File: config.mk
export PLATFORM = sky130hd
export DESIGN_NAME = nmea_field_extractor_core
export DESIGN_NICKNAME = d
export VERILOG_FILES = /design/src/sv/nfe_pkg.sv /design/src/sv/nfe_in_stage.sv /design/src/sv/nfe_decode.sv /design/src/sv/nfe_out_buf.sv /design/src/sv/nmea_field_extractor_core.sv
export VERILOG_INCLUDE_DIRS = /design/src /design/src/sv
export SDC_FILE = /design/constraint.sdc
export NUM_CORES = 1
export LEC_CHECK = 0
export BUFFER_PORTS_ARGS = -buffer_cell sky130_fd_sc_hd__buf_2
export CAP_MARGIN = 25
export CORE_MARGIN = 2
export CORE_UTILIZATION = 50
export DETAILED_ROUTE_END_ITERATION = 6
export GPL_ROUTABILITY_DRIVEN = 0
export PLACE_DENSITY = 0.8
export REMOVE_ABC_BUFFERS = 1
export SYNTH_ARGS = -nofsm -noshare
export SYNTH_HDL_FRONTEND = slang
export SYNTH_HIERARCHICAL = 1
export SYNTH_SLANG_ARGS = --single-unit
File: constraint.sdc
create_clock -name clk -period 5.15 [get_ports clk]
set_clock_uncertainty 0.05 [all_clocks]
set_input_delay 0.7725 -clock clk [delete_from_list [all_inputs] [get_ports clk]]
set_output_delay 0.7725 -clock clk [all_outputs]
set_load 0.05 [all_outputs]
File: src/sv/nmea_field_extractor_core_defines.svh
// Assertion macros shared by the NMEA field extractor modules
`ifndef NMEA_FIELD_EXTRACTOR_CORE_DEFINES_SVH
`define NMEA_FIELD_EXTRACTOR_CORE_DEFINES_SVH

`ifndef SYNTHESIS
`define NFE_ASSERT_ALWAYS(lbl, cond) \
    lbl: assert property (@(posedge clk) disable iff (!rst_n) (cond)) \
        else $error("nfe: invariant violated");
`define NFE_ASSERT_IMPLY(lbl, ante, cons) \
    lbl: assert property (@(posedge clk) disable iff (!rst_n) (ante) |-> (cons)) \
        else $error("nfe: implication violated");
`else
`define NFE_ASSERT_ALWAYS(lbl, cond)
`define NFE_ASSERT_IMPLY(lbl, ante, cons)
`endif

`endif

File: src/sv/nfe_pkg.sv
// Types, constants and slot mapping for the NMEA field extractor
package nfe_pkg;

    localparam logic [3:0] FIELD_CAP   = 4'd12;
    localparam logic [3:0] NO_SLOT     = 4'd15;
    localparam logic [3:0] FIELD_MAX   = 4'd15;
    localparam logic [2:0] POS_KIND    = 3'd4;
    localparam logic [2:0] POS_MAX     = 3'd5;
    localparam logic [7:0] CHAR_M      = 8'h4D;
    localparam logic [7:0] CHAR_G      = 8'h47;
    localparam logic [7:0] CHAR_COMMA  = 8'h2C;

    typedef enum logic [1:0] {
        KIND_NONE = 2'd0,
        KIND_RMC  = 2'd1,
        KIND_GGA  = 2'd2
    } kind_t;

    typedef struct packed {
        logic [7:0] char_in;
        logic       sentence_start;
    } nfe_item_t;

    typedef struct packed {
        logic [3:0] slot;
        logic [3:0] offset;
        logic [7:0] char_out;
        logic       is_end;
        logic [3:0] length;
    } nfe_result_t;

    function automatic logic [3:0] slot_of(kind_t kind, logic [3:0] field);
        logic [3:0] s;
        s = NO_SLOT;
        unique case (kind)
            KIND_RMC:
            begin
                if (field >= 4'd1 && field <= 4'd6)
                begin
                    s = field - 4'd1;
                end
                else if (field == 4'd9)
                begin
                    s = 4'd6;
                end
            end
            KIND_GGA:
            begin
                if (field == 4'd6)
                begin
                    s = 4'd7;
                end
                else if (field == 4'd7)
                begin
                    s = 4'd8;
                end
            end
            default:
            begin
                s = NO_SLOT;
            end
        endcase
        return s;
    endfunction

endpackage

File: src/sv/nfe_in_stage.sv
// Input register of the NMEA field extractor
module nfe_in_stage
    import nfe_pkg::*;
(
    input  logic       clk,
    input  logic       rst_n,
    input  logic       in_valid,
    output logic       in_stall,
    input  nfe_item_t  item,
    input  logic       advance,
    output logic       full,
    output nfe_item_t  held
);

    logic      full_reg;
    logic      full_next;
    nfe_item_t item_reg;
    logic      accept;

    assign in_stall = full_reg && !advance;
    assign accept   = in_valid && !in_stall;

    always_comb
    begin
        full_next = full_reg;
        if (accept)
        begin
            full_next = 1'b1;
        end
        else if (advance)
        begin
            full_next = 1'b0;
        end
    end

    always_ff @(posedge clk or negedge rst_n)
    begin
        if (!rst_n)
        begin
            full_reg <= 1'b0;
        end
        else
        begin
            full_reg <= full_next;
        end
    end

    always_ff @(posedge clk)
    begin
        if (accept)
        begin
            item_reg <= item;
        end
    end

    assign full = full_reg;
    assign held = item_reg;

endmodule

File: src/sv/nfe_decode.sv
// Sentence state and per-character field decision
`include "nmea_field_extractor_core_defines.svh"
module nfe_decode
    import nfe_pkg::*;
(
    input  logic        clk,
    input  logic        rst_n,
    input  logic        fire,
    input  nfe_item_t   item,
    output logic        res_valid,
    output nfe_result_t res
);

    logic [2:0] byte_position_reg;
    logic [2:0] byte_position_next;
    kind_t      sentence_kind_reg;
    kind_t      sentence_kind_next;
    logic [3:0] field_number_reg;
    logic [3:0] field_number_next;
    logic [3:0] field_offset_reg;
    logic [3:0] field_offset_next;

    logic [2:0] pos;
    kind_t      kind0;
    logic [3:0] fnum0;
    logic [3:0] foff0;
    logic [3:0] slot;
    logic       is_comma;

    always_comb
    begin
        pos   = item.sentence_start ? 3'd0 : byte_position_reg;
        kind0 = item.sentence_start ? KIND_NONE : sentence_kind_reg;
        fnum0 = item.sentence_start ? 4'd0 : field_number_reg;
        foff0 = item.sentence_start ? 4'd0 : field_offset_reg;

        byte_position_next = (pos < POS_MAX) ? pos + 3'd1 : pos;

        sentence_kind_next = kind0;
        if (pos == POS_KIND)
        begin
            if (item.char_in == CHAR_M)
            begin
                sentence_kind_next = KIND_RMC;
            end
            else if (item.char_in == CHAR_G)
            begin
                sentence_kind_next = KIND_GGA;
            end
            else
            begin
                sentence_kind_next = KIND_NONE;
            end
        end

        slot     = (pos >= POS_MAX) ? slot_of(sentence_kind_next, fnum0) : NO_SLOT;
        is_comma = (item.char_in == CHAR_COMMA);

        field_number_next = fnum0;
        field_offset_next = foff0;
        res_valid         = 1'b0;
        res.slot          = slot;
        res.offset        = 4'd0;
        res.char_out      = 8'd0;
        res.is_end        = 1'b0;
        res.length        = 4'd0;

        if (is_comma)
        begin
            if (pos != 3'd0)
            begin
                res_valid         = (slot != NO_SLOT);
                res.is_end        = 1'b1;
                res.length        = foff0;
                field_number_next = (fnum0 < FIELD_MAX) ? fnum0 + 4'd1 : fnum0;
                field_offset_next = 4'd0;
            end
        end
        else if (slot != NO_SLOT && foff0 < FIELD_CAP)
        begin
            res_valid         = 1'b1;
            res.offset        = foff0;
            res.char_out      = item.char_in;
            field_offset_next = foff0 + 4'd1;
        end
    end

    always_ff @(posedge clk or negedge rst_n)
    begin
        if (!rst_n)
        begin
            byte_position_reg <= 3'd0;
            sentence_kind_reg <= KIND_NONE;
            field_number_reg  <= 4'd0;
            field_offset_reg  <= 4'd0;
        end
        else if (fire)
        begin
            byte_position_reg <= byte_position_next;
            sentence_kind_reg <= sentence_kind_next;
            field_number_reg  <= field_number_next;
            field_offset_reg  <= field_offset_next;
        end
    end

    `NFE_ASSERT_ALWAYS(a_offset_cap, field_offset_reg <= FIELD_CAP)
    `NFE_ASSERT_ALWAYS(a_pos_sat, byte_position_reg <= POS_MAX)
    `NFE_ASSERT_IMPLY(a_kind_early, byte_position_reg <= POS_KIND, sentence_kind_reg == KIND_NONE)
    `NFE_ASSERT_IMPLY(a_res_late, fire && res_valid, byte_position_next == POS_MAX)

endmodule

File: src/sv/nfe_out_buf.sv
// Result register with skid entry
`include "nmea_field_extractor_core_defines.svh"
module nfe_out_buf
    import nfe_pkg::*;
(
    input  logic        clk,
    input  logic        rst_n,
    input  logic        push,
    input  nfe_result_t push_res,
    output logic        ready,
    output logic        out_valid,
    input  logic        out_stall,
    output nfe_result_t out_res
);

    logic        main_full_reg;
    logic        main_full_next;
    logic        skid_full_reg;
    logic        skid_full_next;
    nfe_result_t main_reg;
    nfe_result_t skid_reg;
    logic        pop;
    logic        load_main_push;
    logic        load_main_skid;
    logic        load_skid;

    assign ready = !skid_full_reg;
    assign pop   = main_full_reg && !out_stall;

    always_comb
    begin
        main_full_next = main_full_reg;
        skid_full_next = skid_full_reg;
        load_main_push = 1'b0;
        load_main_skid = 1'b0;
        load_skid      = 1'b0;
        if (!main_full_reg)
        begin
            main_full_next = push;
            load_main_push = push;
        end
        else if (pop)
        begin
            if (skid_full_reg)
            begin
                load_main_skid = 1'b1;
                skid_full_next = 1'b0;
            end
            else
            begin
                main_full_next = push;
                load_main_push = push;
            end
        end
        else if (push)
        begin
            skid_full_next = 1'b1;
            load_skid      = 1'b1;
        end
    end

    always_ff @(posedge clk or negedge rst_n)
    begin
        if (!rst_n)
        begin
            main_full_reg <= 1'b0;
            skid_full_reg <= 1'b0;
        end
        else
        begin
            main_full_reg <= main_full_next;
            skid_full_reg <= skid_full_next;
        end
    end

    always_ff @(posedge clk)
    begin
        if (load_main_push)
        begin
            main_reg <= push_res;
        end
        else if (load_main_skid)
        begin
            main_reg <= skid_reg;
        end
        if (load_skid)
        begin
            skid_reg <= push_res;
        end
    end

    assign out_valid = main_full_reg;
    assign out_res   = main_reg;

    `NFE_ASSERT_IMPLY(a_skid_needs_main, skid_full_reg, main_full_reg)
    `NFE_ASSERT_IMPLY(a_no_push_full, push, !skid_full_reg)

endmodule

File: src/sv/nmea_field_extractor_core.sv
// NMEA field extractor top level: input register, decode, result buffer
// A character waits in the input register, its result in the result register.
// Throughput: one character per clock while the skid entry is empty; it takes one
// more result under out_stall, so out_stall reaches in_stall only via registers.
// Reset (rst_n low, asynchronous): buffers empty, sentence state cleared as if
// a sentence began at reset.
module nmea_field_extractor_core
    import nfe_pkg::*;
(
    input  logic       clk,
    input  logic       rst_n,
    input  logic       in_valid,
    output logic       in_stall,
    input  logic [7:0] char_in,
    input  logic       sentence_start,
    output logic       out_valid,
    input  logic       out_stall,
    output logic [3:0] slot,
    output logic [3:0] offset,
    output logic [7:0] char_out,
    output logic       is_end,
    output logic [3:0] length
);

    nfe_item_t   item;
    nfe_item_t   held;
    logic        full;
    logic        advance;
    logic        buf_ready;
    logic        res_valid;
    nfe_result_t res;
    nfe_result_t out_res;

    assign item.char_in        = char_in;
    assign item.sentence_start = sentence_start;
    assign advance             = full && buf_ready;

    nfe_in_stage u_in_stage (
        .clk      (clk),
        .rst_n    (rst_n),
        .in_valid (in_valid),
        .in_stall (in_stall),
        .item     (item),
        .advance  (advance),
        .full     (full),
        .held     (held)
    );

    nfe_decode u_decode (
        .clk       (clk),
        .rst_n     (rst_n),
        .fire      (advance),
        .item      (held),
        .res_valid (res_valid),
        .res       (res)
    );

    nfe_out_buf u_out_buf (
        .clk       (clk),
        .rst_n     (rst_n),
        .push      (advance && res_valid),
        .push_res  (res),
        .ready     (buf_ready),
        .out_valid (out_valid),
        .out_stall (out_stall),
        .out_res   (out_res)
    );

    assign slot     = out_res.slot;
    assign offset   = out_res.offset;
    assign char_out = out_res.char_out;
    assign is_end   = out_res.is_end;
    assign length   = out_res.length;

endmodule

==> results_tabular.tex <==
\begin{tabular}{lr}
\hline
Metric & Value \\
\hline
\multicolumn{2}{l}{\textbf{Die}} \\
Std-Cell Rows & 30 \\
Die Footprint & 7830 µm² \\
Starting Density & 52.0\% \\
I/O pins & 36 \\
Area of the core & 6870 µm² \\
Die Height & 88.5 µm \\
Width of the chip & 88.5 µm \\
\multicolumn{2}{l}{\textbf{Timing}} \\
Number of hold violations in the final report & 0 \\
Final critical-path required period & 4.74 ns \\
Max Transition Viols Final & 0 \\
Final Hold Slack & 0.301 ns \\
RSZ-0062 raised after global routing & false \\
Maximum frequency from static timing analysis & between 200 and 250 MHz \\
Worst Max-Slew Pin Slew & 0.656 ns \\
Worst max-slew margin expressed relative to the limit & 56.2\% \\
Final setup margin & 0.410 ns \\
Final period utilization & 92.0\% \\
Setup-failing EPs final & 0 \\
\multicolumn{2}{l}{\textbf{GRT}} \\
Global-route wire length before repair & 11,700 µm \\
Pin count of the biggest net entering global routing & 27 \\
Remaining global-route overflow & 0 \\
Number of antenna violations at the first check in global routing & 0 \\
Total track usage & 19.7\% \\
Via count of the first global-routing pass & 2,401 \\
\multicolumn{2}{l}{\textbf{Routing}} \\
Final ANT Viol Nets & 0 \\
Iter 0 DRT Violations & 180 \\
Detailed-route vias per instance & 5.51 \\
Routed wire per std cell & between 15 and 20 µm \\
Post-detailed-routing wire length & 6890 µm \\
Vias & 2,470 \\
Detailed Routing Iterations Pass 1 & 5 \\
DRC violations left & 0 \\
\multicolumn{2}{l}{\textbf{Pwr}} \\
Proportion of total power due to net switching & $\sim$20\% \\
Clock network power share & approximately 42\% \\
Static leakage & 1.64 nW \\
Total power divided by cell area & 251 nW/µm² \\
Logic pwr share & less than 1\% \\
Register share of total power & 57.1\% \\
Net switching component of the power & 0.203 mW \\
Internal power summed over all cells & about 0.8 mW \\
Worst vdd ir & 0.205 mV \\
\multicolumn{2}{l}{\textbf{Clock network}} \\
Number of hold buffers added after CTS & 0 \\
Clock transition at the registers of the reported paths & 0.07 ns \\
Count of instances resized after the clock tree is built & 0 \\
Post CTS Setup Buffer Count & 0 \\
Cell at the root of the clock tree & clkbuf\_8 \\
Later-pin clock latency in the skew report & 0.34 ns \\
Number of buffers between clock root and the deepest sink & 2 \\
Sinks on Clock Net & 67 \\
Number of CTS-inserted buffers & 9 \\
CTS tree & built \\
H-tree depth & 3 \\
\multicolumn{2}{l}{\textbf{Critical path}} \\
Number of cell instances on the worst register-to-register path & 18 \\
Endpoint kind of the worst setup timing path & register \\
Worst Path Arrival & 4.74 ns \\
Count of buffer and inverter cells on the critical path & 3 \\
CP Class & reg2reg \\
Startpoint of the worst register-to-register path & u\_decode/byte\_position\_reg[0] \\
Worst-path cell chain & nor2b\_1 -> inv\_1 -> ha\_1 -> nand2\_1 -> or3\_1 -> or3b\_1 -> a21oi\_2 -> ha\_1 -> or3\_4 -> a311oi\_2 -> a21o\_1 -> and2\_1 -> a22o\_1 -> and3\_1 -> buf\_4 -> nor2b\_2 -> buf\_4 -> o32ai\_1 \\
Worst path top cell family by delay & simple AND/OR/NAND/NOR gates \\
Cell type of the slowest stage on the worst timing path & dfrtp\_1 \\
CP startpoint kind & register \\
Crit path launch & u\_decode/byte\_position\_reg[0] \\
Number of cells on the critical path & 18 \\
Worst endpoint required time & 5.15 ns \\
Maximum fanout along the worst path & 26 \\
CP max stage delay & 0.44 ns \\
\multicolumn{2}{l}{\textbf{Yosys}} \\
Dominant cell by count in the synthesized netlist & edfxtp\_1 \\
Sequential cell area fraction in the yosys report & approximately 54\% \\
Synthesized netlist cell count & roughly 300 \\
Synthesized area per cell & 11.6 µm² \\
FF+latch count, synth & 67 \\
Largest area contributor in the synthesized netlist & edfxtp\_1 \\
Async set or reset register ratio after synthesis & 23.9\% \\
Top-area cell type share of the netlist area & roughly 43\% \\
List of most frequent post-synthesis cells & edfxtp\_1, nand2\_1, inv\_1 \\
Number of warning messages in the yosys log & 6 \\
Total standard cell area after synthesis & 3570 µm² \\
Top FF cell, synth & edfxtp\_1 \\
Number of distinct library cells after synthesis & 54 \\
Number of enable-type register cells in the synthesized netlist & slightly above 50 \\
Synth top area cells & edfxtp\_1, dfrtp\_1, o32ai\_2 \\
\multicolumn{2}{l}{\textbf{Placement}} \\
Half-perimeter wire length of the detailed placement result & 4700 µm \\
Count of input and output buffers & 35 \\
Instance count after placement with tap cells included & around 430 \\
Pre-CTS worst setup slack & approximately 0.32 ns \\
Cell area reported after detailed placement & roughly 3800 µm² \\
\multicolumn{2}{l}{\textbf{Job}} \\
Number of maximum-capacitance constraint violations & 0 \\
\multicolumn{2}{l}{\textbf{Layout}} \\
Number of antenna cells inserted & 0 \\
Finished Layout Cells & 448 \\
Final Net Count & around 370 \\
Area grow syn2layout & 12.6\% \\
Non-Filler Cell Area, Final & 4020 µm² \\
Share of post-route cells with drive strength above 1 & about a quarter \\
Filler Cells Inserted & 569 \\
\multicolumn{2}{l}{\textbf{Min path}} \\
Type of the worst min-delay path & in2async \\
\multicolumn{2}{l}{\textbf{Run status}} \\
Result of the run & finished clean \\
\hline
\end{tabular}
-- layer usage --
metal | track usage (%) | vias up | wire length, µm
li1 | - | 1184 | -
met1 | 24.7 | 1212 | 2940
met2 | 32.7 | 65 | 3510
met3 | 5.60 | 9 | 330
met4 | 7.02 | 0 | 108
met5 | 0 | - | 0
-- metrics by stage --
stage / util, % / total power, mW / TNS [ns]
2_1_floorplan: - / 0.588 / -32.34
3_3_place_gp: 55.4 / 0.595 / 0
3_5_place_dp: 55.4 / 0.596 / 0
4_1_cts: 58.2 / 1.02 / 0
5_1_grt: 58.5 / 1.05 / 0
6_report: 58.5 / 1.01 / 0
-- cell families (layout without fill, tap and decap cells) --
family | Yosys count | count (layout) | synth area share (%)
flops | 67 | 67 | 54.1
buf+inv | 53 | 97 | 7.57
compound gates | 65 | 65 | 17.8
simple gates | 112 | 112 | 16.8
fa+ha+maj | 8 | 8 | 2.80
mux | 3 | 3 | 0.911
-- power by group through the flow --
stage                     combinational, mW  clock, mW  sequential (mW)
final                               0.00806      0.425            0.576
after global routing                0.00938      0.465            0.575
after CTS                           0.00844      0.440            0.576
after detailed placement            0.00834          0            0.588
after global placement              0.00790          0            0.588
after floorplan                    0.000295          0            0.588
-- worst register-to-register path: cells and delay by family, from the launching register on --
family / cells / cell delay, ns
flops: 1 / 0.44
buf+inv: 3 / 0.67
compound gates: 5 / 0.87
simple gates: 8 / 2.02
fa+ha+maj: 2 / 0.41
-- cell type report --
| cell class | count | area (µm²) | area share [%] |
|---|---|---|---|
| clock buffers | 11 | 131 | 3.27 |
| clock inverters | 5 | 61.3 | 1.53 |
| inverters | 35 | 131 | 3.27 |
| multi-input cells | 188 | 1370 | 34.2 |
| flip-flops and latches | 67 | 1930 | 48.1 |
| well taps | 96 | 120 | 2.99 |
| repair buffers | 46 | 270 | 6.72 |
-- layout by cell type, fill, tap and decap left out, types with 3 or more instances in the layout --
master	n
inv_1	33
buf_4	10
o32ai_2	20
a21oi_2	3
a21oi_1	12
a22o_1	6
ha_1	8
o21ai_0	7
and3_1	12
nand2b_1	3
clkbuf_8	9
and2_1	6
or3b_1	3
nor2b_1	6
edfxtp_1	51
nand2_1	45
dfrtp_1	16
nor2_1	15
nand3_1	4
buf_2	35
-- final timing paths --
| path | slack, ns | endpoint |
|---|---|---|
| setup / recovery | 0.41 | u_out_buf/out_res[20] |
| hold / removal | 0.30 | u_decode/byte_position_reg[1] |
| setup reg to reg | 0.41 | u_out_buf/out_res[20] |
| hold reg to reg | 0.44 | u_decode/sentence_kind_reg[1] |
| max in group asynchronous | 4.47 | u_decode/field_offset_reg[3] |
| min in group clk | 0.44 | u_decode/sentence_kind_reg[1] |
Power figures use the tool's default switching activity.
